### config.mk
export PLATFORM = sky130hd
export DESIGN_NAME = v3n_sumsq
export DESIGN_NICKNAME = d
export VERILOG_FILES = /design/src/rtl/v3n_pkg.sv /design/src/rtl/v3n_sumsq.sv
export SDC_FILE = /design/constraint.sdc
export NUM_CORES = 2
export LEC_CHECK = 0
export BUFFER_PORTS_ARGS = -buffer_cell sky130_fd_sc_hd__clkbuf_2
export CAP_MARGIN = 40
export CORE_MARGIN = 2
export CORE_UTILIZATION = 56
export DETAILED_ROUTE_END_ITERATION = 10
export PLACE_DENSITY = 0.82
export SLEW_MARGIN = 20
export SYNTH_ARGS = -nofsm -noshare
export SYNTH_HDL_FRONTEND = slang
export SYNTH_SLANG_ARGS = --single-unit
### constraint.sdc
create_clock -name i_clk -period 8.3 [get_ports i_clk]
set_input_delay 0.83 -clock i_clk [delete_from_list [all_inputs] [get_ports i_clk]]
set_output_delay 0.83 -clock i_clk [all_outputs]
set_load 0.02 [all_outputs]
### src/rtl/v3n_pkg.sv
// Shared types for the 3D vector normalization core.
// No dependencies; imported by every module of the block.
`timescale 1ns / 1ps
`default_nettype none

package v3n_pkg;

    localparam int unsigned COMP_W = 16;
    localparam int unsigned SUM_W  = 32;
    localparam int unsigned ROOT_W = 16;
    localparam int unsigned QUO_W  = 15;
    localparam int unsigned REM_W  = 19;
    localparam int unsigned DREM_W = 17;

    typedef struct packed {
        logic signed [COMP_W-1:0] vec_x;
        logic signed [COMP_W-1:0] vec_y;
        logic signed [COMP_W-1:0] vec_z;
    } t_in;

    typedef struct packed {
        logic signed [COMP_W-1:0] unit_x;
        logic signed [COMP_W-1:0] unit_y;
        logic signed [COMP_W-1:0] unit_z;
        logic        [COMP_W-1:0] vector_length;
        logic                     degenerate;
    } t_out;

    typedef struct packed {
        logic [COMP_W-1:0] mag_x;
        logic [COMP_W-1:0] mag_y;
        logic [COMP_W-1:0] mag_z;
        logic              neg_x;
        logic              neg_y;
        logic              neg_z;
    } t_mag;

    typedef struct packed {
        t_mag              m;
        logic [ROOT_W-1:0] len;
        logic              degen;
    } t_dside;

endpackage

`default_nettype wire

### src/rtl/v3n_sumsq.sv
// Magnitude, square and sum stages of the normalization pipeline.
// Depends on v3n_pkg.
`timescale 1ns / 1ps
`default_nettype none

module v3n_sumsq import v3n_pkg::*; (
    input  wire logic              i_clk,
    input  wire logic              i_rst_n,
    input  wire logic              i_en,
    input  wire logic              i_valid,
    input  wire t_in               i_data,
    output logic                   o_valid,
    output logic [SUM_W-1:0]       o_sum,
    output t_mag                   o_mag
);

    logic              r_va, r_vb, r_vc;
    t_mag              r_ma, r_mb, r_mc;
    t_mag              n_ma;
    logic [SUM_W-1:0]  r_sx, r_sy, r_sz, r_sum;

    // Magnitudes of two's complement components; -32768 becomes 32768.
    always_comb begin
        n_ma.neg_x = i_data.vec_x[COMP_W-1];
        n_ma.neg_y = i_data.vec_y[COMP_W-1];
        n_ma.neg_z = i_data.vec_z[COMP_W-1];
        n_ma.mag_x = n_ma.neg_x ? (~i_data.vec_x + 1'b1) : i_data.vec_x;
        n_ma.mag_y = n_ma.neg_y ? (~i_data.vec_y + 1'b1) : i_data.vec_y;
        n_ma.mag_z = n_ma.neg_z ? (~i_data.vec_z + 1'b1) : i_data.vec_z;
    end

    always_ff @(posedge i_clk) begin
        if (!i_rst_n) begin
            r_va <= 1'b0;
            r_vb <= 1'b0;
            r_vc <= 1'b0;
        end else if (i_en) begin
            r_va <= i_valid;
            r_vb <= r_va;
            r_vc <= r_vb;
        end
    end

    always_ff @(posedge i_clk) begin
        if (i_en) begin
            r_ma  <= n_ma;
            r_mb  <= r_ma;
            r_sx  <= r_ma.mag_x * r_ma.mag_x;
            r_sy  <= r_ma.mag_y * r_ma.mag_y;
            r_sz  <= r_ma.mag_z * r_ma.mag_z;
            r_mc  <= r_mb;
            r_sum <= r_sx + r_sy + r_sz;
        end
    end

    assign o_valid = r_vc;
    assign o_sum   = r_sum;
    assign o_mag   = r_mc;

endmodule

`default_nettype wire

==> qor.csv <==
metric,value,unit
placed_instance_count,4006,
clkSinkCount,278,
chipHeight,247,um
ys.flop_type,edfxtp_1,
synth_cell_type_count,68,
synth-seq-cells,278,
die_width,247,um
area_delta_synth_final,7.57,%
worst_hold_path_type,reg2reg,
grt_pass1_vias,23300,
core_area,58700,um^2
first_pass_grt_wire_length,115,mm
required,8.60,ns
finalSetupTns,0,ns
timing_worst_slew_pin_value,1.13,ns
ys_warn_count,0,
route.vias.total,22000,
drtIter0Drc,1501,
synthCells,3175,
seq_area_frac_synth,25.1,%
fin_nets,4171,
worstReg2RegEnd,r_sy[28],
clk-insertion-delay-late,0.56,ns
detail-route-antenna-nets,0,
cp_common_cell,fa_1,
multi_input_area,21700,um^2
outcome,completed,
post-synth-top-area-fraction,31.4,%
critical-path-top-delay-family,adder cells,
max_freq,0.148,GHz
report.final.hold_viol_count,0,
fin_crit,6.76,ns
rsz0062_at_grt,no,
grt_start_max_net_pins,177,
skew,0.0251,ns
chain_of_cells_forming_the_critical_path,"inv_1, nor2_1, ha_1, xor2_1, fa_1, inv_1, fa_1, fa_1, fa_1, inv_1, fa_1, inv_1, ha_1, a21oi_1, o211ai_1, a221oi_1, o31ai_2, a2111oi_2, nor2_1, nor4_1, a211oi_1",
postSynth.asyncResetShare,0,%
pre_cts_ws,1.71,ns
routed_wl,68.6,mm
boundaryPins,136,
synth_enable_flop_cells,275,
final.fill_count,4598,
ff2ff_path_depth,21,
route.detailed.wl_per_inst,16.9,um
remaining_drc_errors,0,
cts.root.buffer_cell,clkbuf_16,
place_hpwl,54.3,mm
buffer_ports.inserted,135,
number_of_buffers_on_the_longest_clock_path,3,
grt_usage,23.6,%
number_of_antenna_violations_at_the_first_check_in_global_routing,0,
initial_utilization,56.4,%
via_per_inst,5.42,
min_from,r_mb[26],
post_cts_gate_resize_count,0,
cp_max_fo,18,
setup-violations-final,0,
holdPathEnd,o_mag[26],
post-cts-setup-buffer-count,0,
worstSetupStartpointType,flop,
finalNonFillerCells,4068,
finish.utilization,60.7,%
ys_top_cells_by_count,"751 x inv_1, 520 x fa_1, 329 x ha_1",
layout_setup_ws,1.54,ns
cts-buffers-inserted,35,
synth_top_cells_by_area,"fa_1 31%, edfxtp_1 25%, ha_1 12%",
crit_arrival,7.06,ns
worst_setup_path_end_kind,flop,
synthesis.area_per_instance,10.4,um^2
worst_path_largest_cell_delay,0.81,ns
tritoncts,yes,
worst_hold_path.num_cells,0,
timing.final.crit_share,81.5,%
antenna_cells_inserted,0,
drv.max_cap_violation_count,0,
post_route_cells_drive_above_1_share,6.77,%
critical_path.slowest_cell,edfxtp_1,
globalRouteOverflowTotal,0,
final_weighted_congestion_of_routability_driven_global_placement,0.904,
overall_die_area,61100,um^2
final_max_tran_viols,0,
yosysMostFrequentCell,inv_1,
cts.clk_slew.worst_paths,0.06,ns
cts.hold.buffers_added,0,
dr.pass1.iters,5,
synth_area_leader_cell,fa_1,
timing.setup.critical_path_class,reg2reg,
area.sequential,8320,um^2
cp_num_buf_inv,4,
post_synth_instance_area,33100,um^2
rows,89,
max_slew_margin,24.4,%
setup.reg_to_reg.worst_slack,1.54,ns
htree_num_levels,2,
rr_startpoint,r_ma[21],
==> cells by family after synthesis <==
group	synth area share, %
muxes	0.193
other	0.0113
DFF	25.1
and+or+nand+nor	9.58
AOI/OAI and AO/OA	7.06
adders and majority gates	43.9
xor gates and xnor gates	4.71
buffers and inverters	9.46
==> sequential cells by signal (all words and copies together), names as in the netlist <==
register,flops
r_sz,30
r_va,1
r_ma,51
r_vb,1
r_sy,30
o_sum,32
o_mag,51
o_valid,1
r_sx,30
r_mb,51
==> stage by stage <==
stage | hold slack (ns) | area (um^2)
3_3_place_gp | 0.401 | 34500
4_1_cts | 0.418 | 35600
5_1_grt | 0.422 | 35600
2_1_floorplan | 0.400 | 33100
6_report | 0.417 | 35600
3_5_place_dp | 0.405 | 34500
==> how the worst max path moves through the flow <==
| stage | cells after the start | end | from | slack (ns) |
|---|---|---|---|---|
| 2_1_floorplan | 22 | r_sy[28] | r_ma[20] | 2.21 |
| 3_3_place_gp | 21 | r_sz[30] | r_ma[6] | 1.83 |
| 3_5_place_dp | 21 | r_sy[28] | r_ma[31] | 1.71 |
| 4_1_cts | 21 | r_sy[28] | r_ma[31] | 1.61 |
| 5_1_grt | 21 | r_sy[28] | r_ma[31] | 1.18 |
| 6_report | 21 | r_sy[28] | r_ma[21] | 1.54 |
==> placed cells by master, fill, tap and decap left out, types with 35 or more instances in the layout <==
| cell type | count |
|---|---|
| inv_1 | 751 |
| clkbuf_16 | 35 |
| nor2_1 | 99 |
| fa_1 | 520 |
| nand2_1 | 306 |
| a21oi_1 | 106 |
| edfxtp_1 | 275 |
| clkbuf_2 | 134 |
| xnor2_1 | 133 |
| ha_1 | 329 |
| a21o_1 | 42 |
| xor2_1 | 45 |
| and2_1 | 123 |
| o21ai_0 | 51 |
==> per-layer routing <==
layer	track usage, %	vias up	part of all wire [%]
li1	-	10200	-
met1	32.3	11000	42
met2	39.5	712	48
met3	3.15	139	6.4
met4	6.93	0	2.7
met5	0	-	0
==> layout make-up <==
| type | instances | share of cell area [%] |
|---|---|---|
| inverters | 753 | 7.94 |
| clock inverters | 25 | 0.696 |
| multi-input cells | 2066 | 60.8 |
| flip-flops and latches | 278 | 23.4 |
| clock buffers | 37 | 2.48 |
| repair buffers | 136 | 1.98 |
| well taps | 773 | 2.72 |
Power is not shown: default switching activity piles up to over one toggle a cycle in this logic, so the estimate is an artifact.
