==> config.mk <==
export PLATFORM = sky130hd
export DESIGN_NAME = v3n_isqrt
export DESIGN_NICKNAME = d
export VERILOG_FILES = /design/src/rtl/v3n_pkg.sv /design/src/rtl/v3n_isqrt.sv
export SDC_FILE = /design/constraint.sdc
export NUM_CORES = 1
export LEC_CHECK = 0
export BUFFER_PORTS_ARGS = -buffer_cell sky130_fd_sc_hd__buf_2
export CORE_MARGIN = 2
export CORE_UTILIZATION = 30
export CTS_CLUSTER_DIAMETER = 120
export DETAILED_ROUTE_END_ITERATION = 10
export GPL_ROUTABILITY_DRIVEN = 0
export GPL_TIMING_DRIVEN = 0
export PLACE_DENSITY = 0.42
export SKIP_LAST_GASP = 1
export SLEW_MARGIN = 15
export SYNTH_ARGS = -nofsm -noshare
export SYNTH_HDL_FRONTEND = slang
export SYNTH_SLANG_ARGS = --single-unit
==> constraint.sdc <==
create_clock -name i_clk -period 2.8 [get_ports i_clk]
set_clock_uncertainty 0.05 [all_clocks]
set_input_delay 0.42 -clock i_clk [delete_from_list [all_inputs] [get_ports i_clk]]
set_output_delay 0.42 -clock i_clk [all_outputs]
set_load 0.03 [all_outputs]
==> src/rtl/v3n_pkg.sv <==
// Shared types for the 3D vector normalization core.
// No dependencies; imported by every module of the block.
`timescale 1ns / 1ps
`default_nettype none

package v3n_pkg;

    localparam int unsigned COMP_W = 16;
    localparam int unsigned SUM_W  = 32;
    localparam int unsigned ROOT_W = 16;
    localparam int unsigned QUO_W  = 15;
    localparam int unsigned REM_W  = 19;
    localparam int unsigned DREM_W = 17;

    typedef struct packed {
        logic signed [COMP_W-1:0] vec_x;
        logic signed [COMP_W-1:0] vec_y;
        logic signed [COMP_W-1:0] vec_z;
    } t_in;

    typedef struct packed {
        logic signed [COMP_W-1:0] unit_x;
        logic signed [COMP_W-1:0] unit_y;
        logic signed [COMP_W-1:0] unit_z;
        logic        [COMP_W-1:0] vector_length;
        logic                     degenerate;
    } t_out;

    typedef struct packed {
        logic [COMP_W-1:0] mag_x;
        logic [COMP_W-1:0] mag_y;
        logic [COMP_W-1:0] mag_z;
        logic              neg_x;
        logic              neg_y;
        logic              neg_z;
    } t_mag;

    typedef struct packed {
        t_mag              m;
        logic [ROOT_W-1:0] len;
        logic              degen;
    } t_dside;

endpackage

`default_nettype wire

==> src/rtl/v3n_isqrt.sv <==
// Pipelined integer square root, one result bit per stage.
// Depends on v3n_pkg.
`timescale 1ns / 1ps
`default_nettype none

module v3n_isqrt import v3n_pkg::*; (
    input  wire logic              i_clk,
    input  wire logic              i_rst_n,
    input  wire logic              i_en,
    input  wire logic              i_valid,
    input  wire logic [SUM_W-1:0]  i_sum,
    input  wire t_mag              i_mag,
    output logic                   o_valid,
    output logic [ROOT_W-1:0]      o_root,
    output t_mag                   o_mag
);

    logic              r_v    [0:ROOT_W-1];
    logic [SUM_W-1:0]  r_sum  [0:ROOT_W-1];
    logic [REM_W-1:0]  r_rem  [0:ROOT_W-1];
    logic [ROOT_W-1:0] r_root [0:ROOT_W-1];
    t_mag              r_mag  [0:ROOT_W-1];

    genvar k;
    generate
        for (k = 0; k < ROOT_W; k++) begin : g_stage
            localparam int unsigned HI = SUM_W - 1 - 2*k;
            logic              v_in;
            logic [SUM_W-1:0]  sum_in;
            logic [REM_W-1:0]  rem_in, cur, trial, n_rem;
            logic [ROOT_W-1:0] root_in, n_root;
            t_mag              mag_in;

            if (k == 0) begin : g_first
                assign v_in    = i_valid;
                assign sum_in  = i_sum;
                assign rem_in  = '0;
                assign root_in = '0;
                assign mag_in  = i_mag;
            end else begin : g_next
                assign v_in    = r_v[k-1];
                assign sum_in  = r_sum[k-1];
                assign rem_in  = r_rem[k-1];
                assign root_in = r_root[k-1];
                assign mag_in  = r_mag[k-1];
            end

            // Bring down two bits of the radicand and try root*4+1.
            always_comb begin
                cur   = {rem_in[REM_W-3:0], sum_in[HI -: 2]};
                trial = {1'b0, root_in, 2'b01};
                if (cur >= trial) begin
                    n_rem  = cur - trial;
                    n_root = {root_in[ROOT_W-2:0], 1'b1};
                end else begin
                    n_rem  = cur;
                    n_root = {root_in[ROOT_W-2:0], 1'b0};
                end
            end

            always_ff @(posedge i_clk) begin
                if (!i_rst_n) begin
                    r_v[k] <= 1'b0;
                end else if (i_en) begin
                    r_v[k] <= v_in;
                end
            end

            always_ff @(posedge i_clk) begin
                if (i_en) begin
                    r_sum[k]  <= sum_in;
                    r_rem[k]  <= n_rem;
                    r_root[k] <= n_root;
                    r_mag[k]  <= mag_in;
                end
            end
        end
    endgenerate

    assign o_valid = r_v[ROOT_W-1];
    assign o_root  = r_root[ROOT_W-1];
    assign o_mag   = r_mag[ROOT_W-1];

endmodule

`default_nettype wire

==> qor.txt <==
outcome: finished clean
P_leak: 23.33 nW
count leader, synth: edfxtp_1
floorplan die height: 427.9 um
worst path cell trace: inv_1 -> ha_2 -> nand4_1 -> or3_1 -> o211ai_1 -> or4_4 -> buf_12 -> mux2_2
Synth cell types: 81
number of global-route vias before repair: 26360
initial antenna violation count: 2
Tcrit/Tclk final: 0.9667
Max H-tree Level: 4
Crit-path slowest cell: edfxtp_1
ys async rst share: 0
crit-path max FO: 6
CP bufs+invs: 2
Worst EP arrival: 3.17 ns
PwrDens: 791.2 nW/um^2
crit path launch type: register
Worst path top cell family by delay: simple AND/OR/NAND/NOR gates
CTS Buf Count: 163
P&R area growth vs syn: 20.64%
RSZ-0062 raised after global routing: true
Slew @ Worst Pin: 0.9506 ns
I/O pin total: 155
TritonCTS clock tree: done
most frequently used flop master after synthesis: edfxtp_1
ant diodes: 0
share of the synthesized area in the top cell type: 0.8045
WL per Instance: 14.45 um
Setup crit end kind: register
mean number of vias per cell: 4.283
# setup viols final: 0
Gate Count Post-Synth: 3027
die area: 183100 um^2
CTS Root Cell: clkbuf_16
Clock Path Buffers: 3
Vias: 25540
Avg Inst Size Synth: 17.81 um^2
Synthesized Nets: 3266
core area: 178400 um^2
drt first pass iters: 5
Worst-path clk slew: 0.06 ns
Max Slew Vio Count: 0
largest net degree at the start of global routing: 149
HP Class: input port to register
Post-synth EDFFs: 1444
placed cell area: 57910 um^2
die width: 427.9 um
Seq/Total Area, Yosys: 0.8048
row count: 155
Final Cell Area: 65030 um^2
Slew headroom: 0.3604
leading post-synthesis cells by cell area: edfxtp_1 (80%), ha_1 (3.5%), xnor2_1 (1.5%), inv_1 (1.4%), a21oi_1 (1.2%)
top cell type by total area after synthesis: edfxtp_1
post-route ant nets: 0
Initial DRC Count: 1366
CP required: 3.26 ns
Cell Area, Synth: 53900 um^2
Hold Violations, Final: 0
warnings from Yosys: 0
Final Power: 51.45 mW
Peak Freq: 369.4 MHz
Worst VDD drop: 0.0005755 V
Yosys reg bits: 1445
# DRC: 0
critical setup path kind: register to register
setup tns final: 0 ns
Skew-Pair Late Insertion Delay: 0.82 ns
clk sinks: 1445
CP max stage delay: 0.45 ns
PortBufs: 154
layout cells sized above 1: 0.1680
Synth top cells by count: edfxtp_1 (1444), inv_1 (194), nor2_1 (153)
final WL: 86180 um
max_cap viols: 0
fin crit period: 2.707 ns
gr ovfl total: 0
dpl hpwl: 50310 um
Initial Util: 0.3021
Final nets: 3721
Total GRT Usage: 0.09446
global-route wire length before repair: 138900 um
==> layout by cell type, fill, tap and decap left out, types with 87 or more instances in the layout <==
cell type and n:
nand2_1 87, ha_1 132, dlygate4sd3_1 90, buf_2 159
xnor2_1 90, edfxtp_1 1444, clkbuf_16 163, inv_1 194
a21oi_1 120, nor2_1 153
==> worst paths after layout <==
check	startpoint	endpoint	slack [ns]	cells after the start
max	r_root[1][2]	r_rem[1][29]	0.09	8
min	i_en	r_mag[0][233]	0.13	2
max reg2reg	r_root[1][2]	r_rem[1][29]	0.09	8
min reg2reg	r_sum[1][101]	r_sum[1][133]	0.34	0
==> worst reg2reg max path, stage by stage, from the launching register on <==
cell	delay [ns]
edfxtp_1	0.45
inv_1	0.07
ha_2	0.39
nand4_1	0.12
or3_1	0.34
o211ai_1	0.30
or4_4	0.24
buf_12	0.12
mux2_2	0.33
==> kinds of logic after synthesis <==
kind of cell,Yosys count,synth area share
flip-flops,1445,0.8048
AND/OR/NAND/NOR,568,0.05562
AO/OA/AOI/OAI,411,0.04963
buffers and inverters,233,0.01650
adder cells (fa/ha/maj),152,0.03528
XOR/XNOR,150,0.02437
multiplexers,67,0.01367
other,1,0.00006957
==> report_power, final <==
group / total (mW) / internal (mW) / leakage [nW] / switching, mW
clock: 20.4 / 11.7 / 2.48 / 8.70
sequential: 26.5 / 25.9 / 14.0 / 0.688
combinational: 4.51 / 1.98 / 6.82 / 2.53
==> routing by layer <==
layer	up-vias	GRT usage	part of all wire
li1	12570	-	-
met1	12350	0.1065	0.41
met2	393	0.1639	0.50
met3	230	0.02351	0.040
met4	0	0.05156	0.044
met5	-	0	0
==> registers in the layout (all words and copies together) (netlist names) <==
register and count:
r_sum 240, r_rem 237, r_root 136, r_mag 816, r_v 16
==> area by class of cell <==
type                            instances  area (um^2)
Tap cell                             2355         2947
Inverter                              194        728.2
Fill cell                           16690       113400
Multi-Input combinational cell       1350        10150
Sequential cell                      1445        43380
Buffer                                 26        147.6
Clock buffer                          210         4255
Clock inverter                         81        909.6
Timing Repair Buffer                  302         2512
==> per-stage QoR <==
step	utilization	std cells	setup WS [ns]	hold WS, ns
2_1_floorplan	-	3027	0.06398	0.3503
3_3_place_gp	0.3229	5536	-23.38	0.3503
3_5_place_dp	0.3246	5546	-2.415	0.3545
4_1_cts	0.3617	5941	-0.03052	0.04526
5_1_grt	0.3645	5963	-0.01203	0.08519
6_report	0.3645	5963	0.09324	0.1316
==> timing repair <==
action | 4_1_cts | 5_1_grt
pin swaps | 7 | 16
endpoints found under the hold margin | 103 | 0
hold buffers | 92 | 0
cloned | 5 | 1
setup buffers | 15 | 26
resized for setup | 64 | 62
setup endpoints to repair | 473 | 109
(Power assumes the default switching activity.)
