$ cat src/rtl/v3n_pkg.sv
// Shared types for the 3D vector normalization core.
// No dependencies; imported by every module of the block.
`timescale 1ns / 1ps
`default_nettype none

package v3n_pkg;

    localparam int unsigned COMP_W = 16;
    localparam int unsigned SUM_W  = 32;
    localparam int unsigned ROOT_W = 16;
    localparam int unsigned QUO_W  = 15;
    localparam int unsigned REM_W  = 19;
    localparam int unsigned DREM_W = 17;

    typedef struct packed {
        logic signed [COMP_W-1:0] vec_x;
        logic signed [COMP_W-1:0] vec_y;
        logic signed [COMP_W-1:0] vec_z;
    } t_in;

    typedef struct packed {
        logic signed [COMP_W-1:0] unit_x;
        logic signed [COMP_W-1:0] unit_y;
        logic signed [COMP_W-1:0] unit_z;
        logic        [COMP_W-1:0] vector_length;
        logic                     degenerate;
    } t_out;

    typedef struct packed {
        logic [COMP_W-1:0] mag_x;
        logic [COMP_W-1:0] mag_y;
        logic [COMP_W-1:0] mag_z;
        logic              neg_x;
        logic              neg_y;
        logic              neg_z;
    } t_mag;

    typedef struct packed {
        t_mag              m;
        logic [ROOT_W-1:0] len;
        logic              degen;
    } t_dside;

endpackage

`default_nettype wire

$ cat src/rtl/v3n_qdiv.sv
// Pipelined restoring divider for the three Q2.14 quotients plus the result stage.
// Depends on v3n_pkg.
`timescale 1ns / 1ps
`default_nettype none

module v3n_qdiv import v3n_pkg::*; (
    input  wire logic              i_clk,
    input  wire logic              i_rst_n,
    input  wire logic              i_en,
    input  wire logic              i_valid,
    input  wire t_dside            i_side,
    output logic                   o_valid,
    output t_out                   o_data
);

    logic              r_v    [0:QUO_W-1];
    t_dside            r_side [0:QUO_W-1];
    logic [DREM_W-1:0] r_rem  [0:QUO_W-1][0:2];
    logic [QUO_W-1:0]  r_quo  [0:QUO_W-1][0:2];
    logic              r_ov;
    t_out              r_out;
    t_out              n_out;

    genvar j;
    generate
        for (j = 0; j < QUO_W; j++) begin : g_stage
            logic              v_in;
            t_dside            side_in;
            logic [DREM_W-1:0] rem_in [0:2];
            logic [QUO_W-1:0]  quo_in [0:2];
            logic [DREM_W-1:0] n_rem  [0:2];
            logic [QUO_W-1:0]  n_quo  [0:2];
            logic              nbit   [0:2];

            if (j == 0) begin : g_first
                // Numerator is mag * 2^14; the upper part mag/2 is already below len.
                assign v_in      = i_valid;
                assign side_in   = i_side;
                assign rem_in[0] = {2'b00, i_side.m.mag_x[COMP_W-1:1]};
                assign rem_in[1] = {2'b00, i_side.m.mag_y[COMP_W-1:1]};
                assign rem_in[2] = {2'b00, i_side.m.mag_z[COMP_W-1:1]};
                assign nbit[0]   = i_side.m.mag_x[0];
                assign nbit[1]   = i_side.m.mag_y[0];
                assign nbit[2]   = i_side.m.mag_z[0];
                assign quo_in[0] = '0;
                assign quo_in[1] = '0;
                assign quo_in[2] = '0;
            end else begin : g_next
                assign v_in    = r_v[j-1];
                assign side_in = r_side[j-1];
                for (genvar c = 0; c < 3; c++) begin : g_c
                    assign rem_in[c] = r_rem[j-1][c];
                    assign quo_in[c] = r_quo[j-1][c];
                    assign nbit[c]   = 1'b0;
                end
            end

            always_comb begin
                logic [DREM_W-1:0] cur;
                logic [DREM_W-1:0] dvs;
                dvs = {1'b0, side_in.len};
                for (int c = 0; c < 3; c++) begin
                    cur = {rem_in[c][DREM_W-2:0], nbit[c]};
                    if (cur >= dvs) begin
                        n_rem[c] = cur - dvs;
                        n_quo[c] = {quo_in[c][QUO_W-2:0], 1'b1};
                    end else begin
                        n_rem[c] = cur;
                        n_quo[c] = {quo_in[c][QUO_W-2:0], 1'b0};
                    end
                end
            end

            always_ff @(posedge i_clk) begin
                if (!i_rst_n) begin
                    r_v[j] <= 1'b0;
                end else if (i_en) begin
                    r_v[j] <= v_in;
                end
            end

            always_ff @(posedge i_clk) begin
                if (i_en) begin
                    r_side[j] <= side_in;
                    for (int c = 0; c < 3; c++) begin
                        r_rem[j][c] <= n_rem[c];
                        r_quo[j][c] <= n_quo[c];
                    end
                end
            end
        end
    endgenerate

    // Apply signs and the degenerate mask.
    always_comb begin
        t_dside s;
        logic [COMP_W-1:0] qx, qy, qz;
        s  = r_side[QUO_W-1];
        qx = {1'b0, r_quo[QUO_W-1][0]};
        qy = {1'b0, r_quo[QUO_W-1][1]};
        qz = {1'b0, r_quo[QUO_W-1][2]};
        n_out.vector_length = s.len;
        n_out.degenerate    = s.degen;
        if (s.degen) begin
            n_out.unit_x = '0;
            n_out.unit_y = '0;
            n_out.unit_z = '0;
        end else begin
            n_out.unit_x = s.m.neg_x ? (~qx + 1'b1) : qx;
            n_out.unit_y = s.m.neg_y ? (~qy + 1'b1) : qy;
            n_out.unit_z = s.m.neg_z ? (~qz + 1'b1) : qz;
        end
    end

    always_ff @(posedge i_clk) begin
        if (!i_rst_n) begin
            r_ov <= 1'b0;
        end else if (i_en) begin
            r_ov <= r_v[QUO_W-1];
        end
    end

    always_ff @(posedge i_clk) begin
        if (i_en) begin
            r_out <= n_out;
        end
    end

    assign o_valid = r_ov;
    assign o_data  = r_out;

endmodule

`default_nettype wire

$ cat config.mk
export PLATFORM = sky130hd
export DESIGN_NAME = v3n_qdiv
export DESIGN_NICKNAME = d
export VERILOG_FILES = /design/src/rtl/v3n_pkg.sv /design/src/rtl/v3n_qdiv.sv
export SDC_FILE = /design/constraint.sdc
export NUM_CORES = 2
export LEC_CHECK = 0
export BUFFER_PORTS_ARGS = -buffer_cell sky130_fd_sc_hd__buf_2
export CORE_MARGIN = 2
export CORE_UTILIZATION = 25
export CTS_CLUSTER_DIAMETER = 80
export DETAILED_ROUTE_END_ITERATION = 10
export HOLD_SLACK_MARGIN = 0.05
export PLACE_DENSITY = 0.49
export SETUP_SLACK_MARGIN = 0.4
export SLEW_MARGIN = 20
export SYNTH_ARGS = -nofsm -noshare
export SYNTH_HDL_FRONTEND = slang
export SYNTH_SLANG_ARGS = --single-unit
$ cat constraint.sdc
create_clock -name i_clk -period 4.9 [get_ports i_clk]
set_input_delay 0.245 -clock i_clk [delete_from_list [all_inputs] [get_ports i_clk]]
set_output_delay 0.245 -clock i_clk [all_outputs]
set_load 0.01 [all_outputs]
==> key figures <==
Status
  – Status: finished, final reports clean

STA
  – Clock Skew: 0.04343 ns
  – Max-slew violation count: 0
  – Slew at the pin closest to its max-slew limit: 1.061 ns
  – Period Utilization, post-route: 0.8198
  – Fin. Hold Viols: 0
  – Slew HR: 0.2927
  – FMAX: 249.0 MHz
  – Final min period: about 4 ns
  – Setup-failing EPs final: 0
  – RSZ-0062 raised after global routing: false
  – Setup TNS: 0 ns

Power and ir drop
  – Power density over the cells: 653.3 nW/um^2
  – Sequential share of power: 0.343
  – Leakage: approximately 37 nW
  – Sw power: about 24 mW
  – Switching Share: 0.3789
  – Clock share of power: 0.206
  – Gate power share: 0.451
  – Int Pwr: 39.00 mW
  – Peak supply drop: 0.3006 mV

Floorplanning
  – Row cnt: 212
  – Die area: 338000 sq um
  – Die Y: 581.4 um
  – Starting density of the core: 0.2506
  – CORE AREA: 332600 sq um
  – I/O Pins: 138
  – Die width: between 500 and 600 um

Logic synthesis
  – Distinct cells, synth: 90
  – Mapped Avg Cell Area: 11.82 sq um
  – Syn Nets: approximately 7900
  – Synth Instances: 7052
  – EDFF count, synth: approximately 1400
  – Ys flop type: edfxtp_1
  – FF+latch count, synth: between 1000 and 1500
  – Syn. warnings: 0
  – Post-synthesis sequential area ratio: 0.5089
  – Mapped Area: 83340 sq um
  – Post-synth ARST share: 0

Route
  – DRT iter0 DRCs: approximately 4000
  – DR pass1 iterations: 6
  – Routed via count: 56600
  – Total Routed Length: 249.6 mm
  – WL per Instance: around 21 um
  – Antenna-violating nets left: 0
  – Vias per Instance: 4.746
  – Number of remaining DRC errors: 0

Setup path
  – Crit Path Max Fanout: 16
  – Startpoint types: flip-flop
  – Data arrival, critical path: 4.56 ns
  – Setup crit end kind: flip-flop
  – Crit Path Category: reg -> reg
  – Crit path required time: 5.44 ns

Layout
  – Most frequent cells in the layout: edfxtp_1 (1411), ha_1 (720), nor2_1 (510)
  – Fraction of layout cells with a size suffix above 1: 0.1240
  – Fin area: 96090 sq um
  – Fin nets: between 8000 and 9000
  – Synth-to-Final Area Change: 15.30%
  – Most common cell after layout, fill and taps aside: edfxtp_1
  – FILL cells: between 30000 and 40000

Clock network
  – Clk sinks: roughly 1400
  – H-tree depth: 4
  – Clk slew on worst S/H paths: 0.06 ns
  – CTS Buffer Depth: 4
  – Clk Tree Root Cell: clkbuf_16
  – CTS buffer count: around 180
  – Clock latency on the worst-skew pair: 0.83 ns
  – CTS tree: built

Global route
  – First-pass GRT wire length: 369.3 mm
  – Largest net degree at the start of global routing: between 100 and 150
  – Vias in the first global route: 56900
  – GRT Residual Overflow: 0
  – Initial antenna violation count: 7
  – GRT Resource Usage Total: 0.1439

Placement
  – DP HPWL: about 200 mm
  – Area after DPL: 89740 sq um
  – Buffers on Ports: ~140
  – Global placement routability congestion: 0.9019

Hold path
  – Hold Crit Class: in -> reg

Job
  – Total of max-cap violations: 0
[power by group through the flow]
stage / sequential (mW) / combinational, mW / clock, mW
finish: 21.5 / 28.3 / 12.9
global route: 21.8 / 31.4 / 13.8
CTS: 21.6 / 28.3 / 13.3
detailed placement: 21.8 / 28.1 / 0
global placement: 21.9 / 27.7 / 0
floorplan: 19.7 / 21.4 / 0
[per-stage QoR]
stage	instances	hold WS (ns)	worst slack [ns]	power [mW]	utilization
global route	11930	0.1367	0.6079	66.98	0.2889
finish	11930	0.1647	0.8832	62.78	0.2889
detailed placement	11550	0.4045	0.8738	49.92	0.2698
floorplan	7052	0.3439	1.822	41.09	-
global placement	11550	0.4004	0.9190	49.68	0.2698
CTS	11930	0.09040	0.8604	63.32	0.2888
[cell families after synthesis]
kind of cell / after synthesis / share of synthesized area
compound gates: 1570 / 0.1241
xor+xnor: 526 / 0.05528
fa+ha+maj: 762 / 0.1182
buf+inv: 494 / 0.02440
flops: 1413 / 0.5089
mux: 458 / 0.06280
simple gates: 1829 / 0.1063
[layer usage]
layer,vias to the layer above,GRT usage,wire (um)
met5,-,0,0
met4,0,0.05092,9166
met3,389,0.01716,8807
met2,1277,0.2571,124300
met1,27700,0.1775,107300
li1,27240,-,-
[repair_timing]
item | in CTS | in global routing
setup endpoints to repair | 0 | 0
resized for setup | 0 | 0
hold buffers | 72 | 0
hold endpoints to repair | 120 | 0
buffers inserted | 0 | 0
[synth_stat cells, drive strengths merged (33+ instances only)]
| cell type | count | area share |
|---|---|---|
| nand4 | 57 | 0.0043 |
| edfxtp | 1411 | 0.51 |
| clkbuf | 33 | 0.0015 |
| o31ai | 67 | 0.0060 |
| o21ai | 435 | 0.027 |
| mux2i | 44 | 0.0053 |
| nor2 | 510 | 0.023 |
| ha | 720 | 0.11 |
| buf | 65 | 0.0051 |
| mux2 | 414 | 0.058 |
| a21oi | 360 | 0.022 |
| or3 | 56 | 0.0042 |
| nand2 | 444 | 0.020 |
| o31a | 40 | 0.0042 |
| o41ai | 37 | 0.0042 |
| o21a | 115 | 0.010 |
| a211oi | 55 | 0.0050 |
| nand3 | 118 | 0.0071 |
| inv | 396 | 0.018 |
| fa | 42 | 0.010 |
| nor2b | 132 | 0.0099 |
| a21boi | 44 | 0.0040 |
| nor3 | 180 | 0.011 |
| a31oi | 55 | 0.0043 |
| and2 | 34 | 0.0026 |
| a21o | 142 | 0.013 |
| xor2 | 222 | 0.023 |
| and3 | 46 | 0.0035 |
| xnor2 | 304 | 0.032 |
| nand2b | 103 | 0.0077 |
[worst max-delay path: stages, from the launching register on]
cell and delay, ns:
edfxtp_1 0.55, inv_1 0.22, ha_1 0.36, nor2b_1 0.15, o21bai_1 0.24, nand3_1 0.16, a311oi_1 0.50, o21ai_0 0.16
a21oi_1 0.30, a21o_1 0.62, mux2_2 0.46
[sequential cells by signal (all words and copies together) (netlist names)]
signal / count
r_v: 15
r_rem: 672
o_valid: 1
o_data: 65
r_side: 300
r_quo: 360
[path summary, 6_finish.rpt]
check | start | end | slack (ns) | cells after the start
max | r_side[0][2]$_DFFE_PP_ | r_rem[0][92]$_DFFE_PP_ | 0.88 | 10
min | i_side[4] | r_side[0][4]$_DFFE_PP_ | 0.16 | 2
max reg2reg | r_side[0][2]$_DFFE_PP_ | r_rem[0][92]$_DFFE_PP_ | 0.88 | 10
min reg2reg | r_side[1][68]$_DFFE_PP_ | r_side[1][136]$_DFFE_PP_ | 0.38 | 0
[final cells by class]
class	instances	area [sq um]	share of cell area
multi-input combinational	5145	39000	0.4059
clock buffer	204	4581	0.04767
sequential	1413	42410	0.4413
timing repair buffer	279	2085	0.02169
tap	4387	5489	0.05712
antenna	1	2.502	0.00002604
inverter	396	1486	0.01547
clock inverter	102	1036	0.01078
(Power assumes the default switching activity.)
